<file path="config.mk">
export PLATFORM = sky130hd
export DESIGN_NAME = crc16_frame_deframer_flat
export DESIGN_NICKNAME = d
export VERILOG_FILES = /design/src/sv/crcfd_pkg.sv /design/src/sv/crcfd_if.sv /design/src/sv/crcfd_cfg_regs.sv /design/src/sv/crcfd_parser.sv /design/src/sv/crcfd_out_reg.sv /design/src/sv/crc16_frame_deframer.sv /design/src/flat_wrapper.sv
export VERILOG_INCLUDE_DIRS = /design/src /design/src/sv
export SDC_FILE = /design/constraint.sdc
export NUM_CORES = 1
export LEC_CHECK = 0
export BUFFER_PORTS_ARGS = -buffer_cell sky130_fd_sc_hd__buf_2
export CORE_UTILIZATION = 45
export CTS_CLUSTER_SIZE = 40
export DETAILED_ROUTE_END_ITERATION = 10
export GPL_TIMING_DRIVEN = 0
export HOLD_SLACK_MARGIN = 0.1
export PLACE_DENSITY_LB_ADDON = 0.25
export SYNTH_ARGS = -nofsm -noshare
export SYNTH_HDL_FRONTEND = slang
export SYNTH_SLANG_ARGS = --single-unit
</file>
<file path="constraint.sdc">
create_clock -name clk -period 9.1 [get_ports clk]
set_clock_uncertainty 0.05 [all_clocks]
set_input_delay 0.455 -clock clk [delete_from_list [all_inputs] [get_ports clk]]
set_output_delay 0.455 -clock clk [all_outputs]
set_load 0.02 [all_outputs]
</file>
<file path="src/sv/assert_macros.svh">
// assertion macros for the rtl file that carries checks
// no dependencies; clock clk and reset arst_n must be in scope at the point of use
`ifndef ASSERT_MACROS_SVH
`define ASSERT_MACROS_SVH

// implication checked on every rising edge of clk outside reset
`define ASSERT_CLK(label, prop, msg) \
	label: assert property (@(posedge clk) disable iff (!arst_n) (prop)) else $error(msg);

// condition that must never be seen on a rising edge of clk outside reset
`define ASSERT_NEVER(label, cond, msg) \
	label: assert property (@(posedge clk) disable iff (!arst_n) !(cond)) else $error(msg);

`endif

</file>
<file path="src/sv/crcfd_pkg.sv">
// types, codes and the crc byte update for the crc16 frame deframer
// no dependencies
package crcfd_pkg;

	localparam logic [15:0] CRC_POLY = 16'h1021;
	localparam int unsigned CFG_IDX_W = 3;
	localparam int unsigned CFG_DATA_W = 16;

	typedef enum logic [CFG_IDX_W-1:0] {
		REG_HEAD_VALUE      = 3'd0,
		REG_LENGTH_OFFSET   = 3'd1,
		REG_HEADER_LENGTH   = 3'd2,
		REG_OVERHEAD_LENGTH = 3'd3,
		REG_MAX_DATA_LENGTH = 3'd4,
		REG_CRC_START       = 3'd5,
		REG_CRC_INIT        = 3'd6
	} cfg_idx_t;

	typedef enum logic [1:0] {
		PH_HUNT   = 2'd0,
		PH_HEADER = 2'd1,
		PH_DATA   = 2'd2
	} phase_t;

	typedef enum logic [1:0] {
		ST_NONE    = 2'd0,
		ST_GOOD    = 2'd1,
		ST_BAD_CRC = 2'd2,
		ST_REJECT  = 2'd3
	} status_t;

	typedef struct packed {
		logic [7:0]  head_value;
		logic [3:0]  length_offset;
		logic [3:0]  header_length;
		logic [4:0]  overhead_length;
		logic [7:0]  max_data_length;
		logic [3:0]  crc_start;
		logic [15:0] crc_init;
	} cfg_t;

	typedef struct packed {
		logic       valid;
		logic [7:0] frame_byte;
		logic [7:0] byte_index;
		logic       frame_last;
		status_t    frame_status;
	} res_t;

	localparam cfg_t CFG_RESET = '{
		head_value:      8'd0,
		length_offset:   4'd2,
		header_length:   4'd3,
		overhead_length: 5'd5,
		max_data_length: 8'd64,
		crc_start:       4'd1,
		crc_init:        16'h0000
	};

	// msb-first crc16 over one byte
	function automatic logic [15:0] crc_update(input logic [15:0] crc, input logic [7:0] b);
		logic [15:0] c;
		c = crc ^ {b, 8'h00};
		for (int k = 0; k < 8; k++) begin
			if (c[15]) begin
				c = {c[14:0], 1'b0} ^ CRC_POLY;
			end else begin
				c = {c[14:0], 1'b0};
			end
		end
		return c;
	endfunction

endpackage

</file>
<file path="src/sv/crcfd_if.sv">
// request channels of the crc16 frame deframer: received bytes in, frame bytes out
// no dependencies
interface crcfd_rx_if;
	logic       valid;
	logic       ready;
	logic [7:0] rx_byte;

	modport source (output valid, output rx_byte, input ready);
	modport sink (input valid, input rx_byte, output ready);
endinterface

interface crcfd_frame_if;
	logic       valid;
	logic       ready;
	logic [7:0] frame_byte;
	logic [7:0] byte_index;
	logic       frame_last;
	logic [1:0] frame_status;

	modport source (output valid, output frame_byte, output byte_index,
		output frame_last, output frame_status, input ready);
	modport sink (input valid, input frame_byte, input byte_index,
		input frame_last, input frame_status, output ready);
endinterface

</file>
<file path="src/sv/crcfd_cfg_regs.sv">
// configuration registers of the crc16 frame deframer
// depends on crcfd_pkg
module crcfd_cfg_regs
	import crcfd_pkg::*;
(
	input  logic                  clk,
	input  logic                  arst_n,
	input  logic                  cfg_we,
	input  logic [CFG_IDX_W-1:0]  cfg_index,
	input  logic [CFG_DATA_W-1:0] cfg_wdata,
	output cfg_t                  cfg
);

	cfg_t cfg_q;

	always_ff @(posedge clk or negedge arst_n) begin
		if (!arst_n) begin
			cfg_q <= CFG_RESET;
		end else if (cfg_we) begin
			unique case (cfg_idx_t'(cfg_index))
				REG_HEAD_VALUE:      cfg_q.head_value      <= cfg_wdata[7:0];
				REG_LENGTH_OFFSET:   cfg_q.length_offset   <= cfg_wdata[3:0];
				REG_HEADER_LENGTH:   cfg_q.header_length   <= cfg_wdata[3:0];
				REG_OVERHEAD_LENGTH: cfg_q.overhead_length <= cfg_wdata[4:0];
				REG_MAX_DATA_LENGTH: cfg_q.max_data_length <= cfg_wdata[7:0];
				REG_CRC_START:       cfg_q.crc_start       <= cfg_wdata[3:0];
				REG_CRC_INIT:        cfg_q.crc_init        <= cfg_wdata[15:0];
				default:             cfg_q <= cfg_q;
			endcase
		end
	end

	assign cfg = cfg_q;

endmodule

</file>
<file path="src/sv/crcfd_parser.sv">
// frame parser: phase, byte count, length, running crc and the result of one byte
// depends on crcfd_pkg
module crcfd_parser
	import crcfd_pkg::*;
(
	input  logic       clk,
	input  logic       arst_n,
	input  cfg_t       cfg,
	input  logic       step,
	input  logic [7:0] rx_byte,
	output res_t       res
);

	phase_t      phase_q, phase_d;
	logic [7:0]  count_q, count_d;
	logic [7:0]  dlen_q, dlen_d;
	logic [15:0] crc_q, crc_d;
	logic [7:0]  crc_hi_q, crc_hi_d;
	logic        match_q, match_d;

	logic        start, active, in_hdr, at_len, reject, last_reach, ends;
	logic [7:0]  idx, dlen_cur, hi_cur, dlen_eff;
	logic [15:0] crc_cur;
	logic        match_cur, crc_on;
	logic [8:0]  total_rx, crc_pos, crc_pos_p1, total, last_pos;

	assign start    = !(phase_q == PH_HEADER || phase_q == PH_DATA);
	assign active   = !start || (rx_byte == cfg.head_value);
	assign in_hdr   = start || (phase_q == PH_HEADER);
	assign idx      = start ? 8'd0 : count_q;
	assign crc_cur  = start ? cfg.crc_init : crc_q;
	assign dlen_cur = start ? 8'd0 : dlen_q;
	assign hi_cur   = start ? 8'd0 : crc_hi_q;
	assign match_cur = start ? 1'b0 : match_q;

	assign at_len   = in_hdr && (idx == {4'd0, cfg.length_offset});
	assign total_rx = {1'b0, rx_byte} + {4'd0, cfg.overhead_length};
	assign reject   = at_len && ((rx_byte > cfg.max_data_length) || (total_rx > 9'd256));
	assign dlen_eff = at_len ? rx_byte : dlen_cur;

	assign crc_pos    = {1'b0, dlen_cur} + {5'd0, cfg.header_length};
	assign crc_pos_p1 = crc_pos + 9'd1;
	assign crc_on     = (idx >= {4'd0, cfg.crc_start}) && (in_hdr || ({1'b0, idx} < crc_pos));

	assign total = {1'b0, dlen_eff} + {4'd0, cfg.overhead_length};

	always_comb begin
		last_pos = (total == 9'd0) ? 9'd0 : total - 9'd1;
		if (last_pos < {5'd0, cfg.length_offset}) begin
			last_pos = {5'd0, cfg.length_offset};
		end
	end

	assign last_reach = !reject && (!in_hdr || at_len) && ({1'b0, idx} >= last_pos);
	assign ends       = reject || last_reach;

	// next phase
	always_comb begin
		phase_d = phase_q;
		if (step) begin
			priority if (!active || ends) begin
				phase_d = PH_HUNT;
			end else if (at_len || !in_hdr) begin
				phase_d = PH_DATA;
			end else begin
				phase_d = PH_HEADER;
			end
		end
	end

	// datapath and result
	always_comb begin
		crc_d    = crc_on ? crc_update(crc_cur, rx_byte) : crc_cur;
		dlen_d   = dlen_eff;
		crc_hi_d = (!in_hdr && ({1'b0, idx} == crc_pos)) ? rx_byte : hi_cur;
		match_d  = match_cur;
		if (!in_hdr && ({1'b0, idx} == crc_pos_p1)) begin
			match_d = (hi_cur == crc_cur[15:8]) && (rx_byte == crc_cur[7:0]);
		end
		count_d = ends ? 8'd0 : idx + 8'd1;

		res.valid      = active;
		res.frame_byte = rx_byte;
		res.byte_index = idx;
		res.frame_last = ends;
		priority if (reject) begin
			res.frame_status = ST_REJECT;
		end else if (last_reach) begin
			res.frame_status = match_d ? ST_GOOD : ST_BAD_CRC;
		end else begin
			res.frame_status = ST_NONE;
		end
	end

	always_ff @(posedge clk or negedge arst_n) begin
		if (!arst_n) begin
			phase_q <= PH_HUNT;
		end else begin
			phase_q <= phase_d;
		end
	end

	always_ff @(posedge clk or negedge arst_n) begin
		if (!arst_n) begin
			count_q  <= '0;
			dlen_q   <= '0;
			crc_q    <= '0;
			crc_hi_q <= '0;
			match_q  <= 1'b0;
		end else if (step && active) begin
			count_q  <= count_d;
			dlen_q   <= dlen_d;
			crc_q    <= crc_d;
			crc_hi_q <= crc_hi_d;
			match_q  <= match_d;
		end
	end

endmodule

</file>
<file path="src/sv/crcfd_out_reg.sv">
// result register driving the frame channel
// depends on crcfd_pkg and crcfd_frame_if
module crcfd_out_reg
	import crcfd_pkg::*;
(
	input  logic           clk,
	input  logic           arst_n,
	input  logic           load,
	input  res_t           res,
	output logic           advance,
	crcfd_frame_if.source  frame
);

	logic       valid_q;
	logic [7:0] byte_q;
	logic [7:0] index_q;
	logic       last_q;
	status_t    status_q;

	assign advance = !valid_q || frame.ready;

	always_ff @(posedge clk or negedge arst_n) begin
		if (!arst_n) begin
			valid_q <= 1'b0;
		end else if (advance) begin
			valid_q <= load && res.valid;
		end
	end

	always_ff @(posedge clk) begin
		if (advance && load && res.valid) begin
			byte_q   <= res.frame_byte;
			index_q  <= res.byte_index;
			last_q   <= res.frame_last;
			status_q <= res.frame_status;
		end
	end

	assign frame.valid        = valid_q;
	assign frame.frame_byte   = byte_q;
	assign frame.byte_index   = index_q;
	assign frame.frame_last   = last_q;
	assign frame.frame_status = status_q;

endmodule

</file>
<file path="src/sv/crc16_frame_deframer.sv">
// crc16 frame deframer top level: input register, parser, result register
// depends on crcfd_pkg, crcfd_if, crcfd_cfg_regs, crcfd_parser, crcfd_out_reg, assert_macros.svh
//
// channel  dir  request                                   handshake
// rx       in   rx_byte                                   valid / ready
// frame    out  frame_byte, byte_index, frame_last,       valid / ready
//               frame_status
// cfg      in   cfg_index, cfg_wdata                      cfg_we
//
// one byte per cycle unless the frame channel stalls; a taken byte passes the input then the result register
// the running crc update of one byte sits between the input and result registers
// rx.ready falls only while a result waits and frame.ready is low
// reset clears the parse phase and all valid flags; configuration returns to defaults
`include "assert_macros.svh"

module crc16_frame_deframer
	import crcfd_pkg::*;
(
	input  logic                  clk,
	input  logic                  arst_n,
	crcfd_rx_if.sink              rx,
	crcfd_frame_if.source         frame,
	input  logic                  cfg_we,
	input  logic [CFG_IDX_W-1:0]  cfg_index,
	input  logic [CFG_DATA_W-1:0] cfg_wdata
);

	cfg_t       cfg;
	res_t       res;
	logic       advance;
	logic       valid_s1;
	logic [7:0] rx_byte_s1;

	crcfd_cfg_regs u_cfg (
		.clk       (clk),
		.arst_n    (arst_n),
		.cfg_we    (cfg_we),
		.cfg_index (cfg_index),
		.cfg_wdata (cfg_wdata),
		.cfg       (cfg)
	);

	assign rx.ready = advance;

	always_ff @(posedge clk or negedge arst_n) begin
		if (!arst_n) begin
			valid_s1 <= 1'b0;
		end else if (advance) begin
			valid_s1 <= rx.valid;
		end
	end

	always_ff @(posedge clk) begin
		if (advance && rx.valid) begin
			rx_byte_s1 <= rx.rx_byte;
		end
	end

	crcfd_parser u_parser (
		.clk     (clk),
		.arst_n  (arst_n),
		.cfg     (cfg),
		.step    (valid_s1 && advance),
		.rx_byte (rx_byte_s1),
		.res     (res)
	);

	crcfd_out_reg u_out (
		.clk     (clk),
		.arst_n  (arst_n),
		.load    (valid_s1),
		.res     (res),
		.advance (advance),
		.frame   (frame)
	);

	`ASSERT_CLK(a_last_status, frame.valid |-> (frame.frame_last == (frame.frame_status != ST_NONE)), "last flag and status disagree")
	`ASSERT_NEVER(a_reject_index, frame.valid && (frame.frame_status == ST_REJECT) && (frame.byte_index > 8'd15), "length rejected beyond length byte range")
	`ASSERT_CLK(a_no_result_unfed, (!valid_s1 && advance) |=> !frame.valid, "result without a byte")

endmodule

</file>
<file path="src/flat_wrapper.sv">
// flat-port wrapper written by rule: the top's interface ports become plain ports
module crc16_frame_deframer_flat import crcfd_pkg::*;
  (clk, arst_n, cfg_we, cfg_index, cfg_wdata, rx_valid, rx_rx_byte, rx_ready, frame_valid, frame_frame_byte, frame_byte_index, frame_frame_last, frame_frame_status, frame_ready);
  crcfd_rx_if rx_i ();
  crcfd_frame_if frame_i ();
  input  logic clk;
  input  logic arst_n;
  input  logic cfg_we;
  input  logic [CFG_IDX_W-1:0] cfg_index;
  input  logic [CFG_DATA_W-1:0] cfg_wdata;
  input wire logic [$bits(rx_i.valid)-1:0] rx_valid;
  input wire logic [$bits(rx_i.rx_byte)-1:0] rx_rx_byte;
  output wire logic [$bits(rx_i.ready)-1:0] rx_ready;
  output wire logic [$bits(frame_i.valid)-1:0] frame_valid;
  output wire logic [$bits(frame_i.frame_byte)-1:0] frame_frame_byte;
  output wire logic [$bits(frame_i.byte_index)-1:0] frame_byte_index;
  output wire logic [$bits(frame_i.frame_last)-1:0] frame_frame_last;
  output wire logic [$bits(frame_i.frame_status)-1:0] frame_frame_status;
  input wire logic [$bits(frame_i.ready)-1:0] frame_ready;
  assign rx_i.valid = rx_valid;
  assign rx_i.rx_byte = rx_rx_byte;
  assign rx_ready = rx_i.ready;
  assign frame_valid = frame_i.valid;
  assign frame_frame_byte = frame_i.frame_byte;
  assign frame_byte_index = frame_i.byte_index;
  assign frame_frame_last = frame_i.frame_last;
  assign frame_frame_status = frame_i.frame_status;
  assign frame_i.ready = frame_ready;
  crc16_frame_deframer u_core (.clk(clk), .arst_n(arst_n), .rx(rx_i), .frame(frame_i), .cfg_we(cfg_we), .cfg_index(cfg_index), .cfg_wdata(cfg_wdata));
endmodule
</file>
==> run summary <==
Pin count of the biggest net entering global routing -> 65
Global Route Usage Sum -> 23.81%
Fin crit period -> 8522 ps
Via/cell ratio -> 5.776
Final setup violating endpoints -> 0
PD cells -> 296.5 nW/um^2
CTS tree -> built
DIE AREA -> 17860 sq um
Post-synth EDFFs -> 27
First-pass GRT wire length -> 32.04 mm
Critical path depth in cells -> 39
Synth Flop Type -> dfrtp_1
Slew @ Worst Pin -> 1185 ps
Reg2reg start -> u_core.u_parser.phase_q[0]
Max Slew Vio Count -> 0
DRC -> 0
Mapped cell area -> 7797 sq um
Slew margin rel. -> 20.38%
Final hold slack -> 158.1 ps
Hold Path Sink -> u_core.rx_byte_s1[2]
Post-Synthesis Net Count -> 846
Ys Warns -> 0
Non-Filler Instances -> 1067
Port Buffer Count -> 51
Core Rows -> 47
Vias in the first global route -> 5814
Crit path DAT -> 8610 ps
H-Tree Depth -> 4
TritonRoute pass-1 iters -> 7
Async SR Flop Fraction -> 77.69%
Synth cell types -> 80
Core area -> 16760 sq um
Final hold violations -> 0
Total of max-cap violations -> 0
Fillers -> 1514
Clk root buf -> clkbuf_16
Req. time, crit path -> 9190 ps
LEAKAGE -> 0.003898 uW
Reg-to-reg slack, setup -> 580 ps
Startpoint Class -> flop
Post-detailed-routing wire length -> 20.13 mm
Via count -> 6163
Period utilization -> 93.65%
Layout Cell Area excl Fill -> 8957 sq um
Post-synthesis sequential area ratio -> 40.68%
Dpl cell area -> 8359 sq um
CP Max Fanout -> 10
Fmax -> 117.3 MHz
Reg-to-Reg End -> u_core.u_out.frame.frame_status[1]
Die width -> 133.6 um
Hold Path Class -> primary input to flop
Initial cell density of the core -> 46.52%
Nets -> 918
Detailed placer's ending HPWL -> 14.55 mm
Worst-Skew Late Latency -> 420 ps
Clock sink count -> 121
Buf+Inv Stages, Crit Path -> 9
Hold_sp -> rx_rx_byte[2]
Initial antenna violation count -> 1
Status -> finished, final reports clean
Slowest cell on the critical path -> mux2i_2
Clock transition at the registers of the reported paths -> 60 ps
Routed WL per cell -> 18.86 um
Flops & latches, synth -> 121
GPL Wtd Cong -> 0.9077
Die height -> 133.6 um
Dpl cells -> 1033
Critical path type -> flop to flop
RSZ-0062 raised after global routing -> no
Final global-route overflow total -> 0
Initial DRC count -> 429
Cells after Synth -> 761
Bufs on Longest Clock Path -> 2
Worst vdd ir -> 0.2005 mV
IO Pins -> 53
Post-route ant nets -> 0
WHS Path Cells -> 1
Synth Area per Inst -> 10.25 sq um
Area Growth Syn to Fin -> 14.87%
Worst setup EP type -> flop
Share of cells above drive strength 1 -> 19.03%
CTS buffer count -> 17
Setup_tns -> 0 ps
R2R cell count -> 39
CP peak stage delay -> 380 ps
Top cell family by delay on the critical path -> compound AO/OA/AOI/OAI gates
[placed cells by master, fill, tap and decap left out, drive strengths merged, types with 8 or more instances in the layout]
cell     count
xnor2       46
edfxtp      27
nand2       59
mux2i       24
nand2b       9
inv         42
a2bb2oi     16
nor2b       18
dfrtp       87
ha          50
o211ai       8
nor3        17
o22ai       20
a22o        12
nand4       14
nand3       13
nor2        38
clkbuf      40
a21oi       27
o21ai       41
xor2        19
mux2        45
buf         60
[how the worst max path moves through the flow]
stage	slack, ps	from	endpoint
after floorplan	1590	u_core.u_parser.phase_q[1]	u_core.u_out.frame.frame_status[1]
after global placement	110	u_core.u_parser.phase_q[1]	u_core.u_out.frame.frame_status[1]
after detailed placement	110	u_core.u_parser.phase_q[1]	u_core.u_out.frame.frame_status[1]
after CTS	40	u_core.u_parser.phase_q[1]	u_core.u_out.frame.frame_status[1]
after global routing	70	u_core.u_parser.phase_q[1]	u_core.u_out.frame.frame_status[1]
final	580	u_core.u_parser.phase_q[0]	u_core.u_out.frame.frame_status[1]
[kinds of logic (layout without fill, tap and decap cells)]
logic type / Yosys count / after routing / synth area share, %
simple gates: 212 / 212 / 14.14
compound gates: 172 / 172 / 15.31
flops: 121 / 121 / 40.68
mux: 69 / 69 / 9.676
xor+xnor: 67 / 67 / 7.911
buf+inv: 67 / 152 / 3.498
fa+ha+maj: 53 / 53 / 8.793
other cells: 0 / 1 / 0
[flip-flops by register name, summed over array words and instances (netlist names)]
name / count
u_core.u_out.frame.valid: 1
u_core.valid_s1: 1
u_core.u_parser.crc_q: 16
u_core.u_out.frame.frame_last: 1
u_core.u_out.frame.frame_byte: 8
u_core.u_parser.phase_q: 2
u_core.u_parser.count_q: 8
u_core.u_parser.match_q: 1
u_core.rx_byte_s1: 8
u_core.u_parser.dlen_q: 8
u_core.u_parser.crc_hi_q: 8
u_core.u_out.frame.byte_index: 8
u_core.u_out.frame.frame_status: 2
u_core.u_cfg.cfg: 49
[layout make-up]
cell class / instances / area (sq um) / share of cell area [%]
clock buffers: 20 / 446.7 / 4.987
flip-flops and latches: 121 / 3172 / 35.41
diodes: 1 / 2.502 / 0.02794
multi-input cells: 573 / 4367 / 48.75
plain buffers: 28 / 135.1 / 1.509
clock inverters: 12 / 117.6 / 1.313
inverters: 39 / 146.4 / 1.634
repair buffers: 53 / 295.3 / 3.297
well taps: 220 / 275.3 / 3.073
[synth_stat cells, types with 7 or more instances]
| cell | count | area [sq um] |
|---|---|---|
| a2bb2oi_1 | 16 | 140.1 |
| o21ai_0 | 28 | 140.1 |
| ha_1 | 50 | 625.6 |
| clkbuf_1 | 17 | 63.81 |
| o22ai_1 | 20 | 125.1 |
| o211ai_1 | 8 | 60.06 |
| nand2b_1 | 9 | 56.30 |
| and3_1 | 7 | 43.79 |
| buf_2 | 8 | 40.04 |
| xnor2_1 | 46 | 402.9 |
| nor2_1 | 37 | 138.9 |
| nand2_1 | 59 | 221.5 |
| mux2i_1 | 23 | 230.2 |
| a21oi_1 | 25 | 125.1 |
| nand3_1 | 13 | 65.06 |
| o21ai_1 | 13 | 65.06 |
| dfrtp_1 | 87 | 2177 |
| a22o_1 | 12 | 105.1 |
| mux2_2 | 44 | 495.5 |
| xor2_1 | 19 | 166.4 |
| nor3_1 | 17 | 85.08 |
| nand4_1 | 14 | 87.58 |
| inv_1 | 37 | 138.9 |
| nor2b_1 | 17 | 106.4 |
| dfstp_2 | 7 | 183.9 |
| edfxtp_1 | 27 | 810.8 |
[metrics by stage]
step           total power, uW  util, %  worst slack [ps]
2_1_floorplan             1695        -              1593
3_3_place_gp              1965    49.69             112.4
3_5_place_dp              1982    49.88             112.4
4_1_cts                   2641    53.30             36.10
5_1_grt                   2825    53.43             67.17
6_report                  2656    53.45             577.7
[repair_timing]
item,4_1_cts,5_1_grt
hold buffers,1,0
resized for setup,0,5
hold endpoints to repair,25,0
buffers inserted,0,0
endpoints found under the setup margin,0,12
[power by group]
| part | internal, uW | switching (uW) | total, uW | leakage, uW |
|---|---|---|---|---|
| registers | 699 | 118 | 817 | 0.00141 |
| clock network | 385 | 261 | 647 | 0.000264 |
| logic | 520 | 672 | 1190 | 0.00223 |
| total | 1600 | 1050 | 2660 | 0.00390 |
[per-layer routing]
metal	share of wire (%)	routed length, um	GRT usage, %	vias to the layer above
met4	2.3	469	8.460	0
met3	5.7	1142	5.822	33
li1	-	-	-	2948
met2	45	9127	37.15	182
met5	0	0	0	-
met1	47	9388	32.14	3000
No activity file was read; power rests on OpenSTA's default activity.
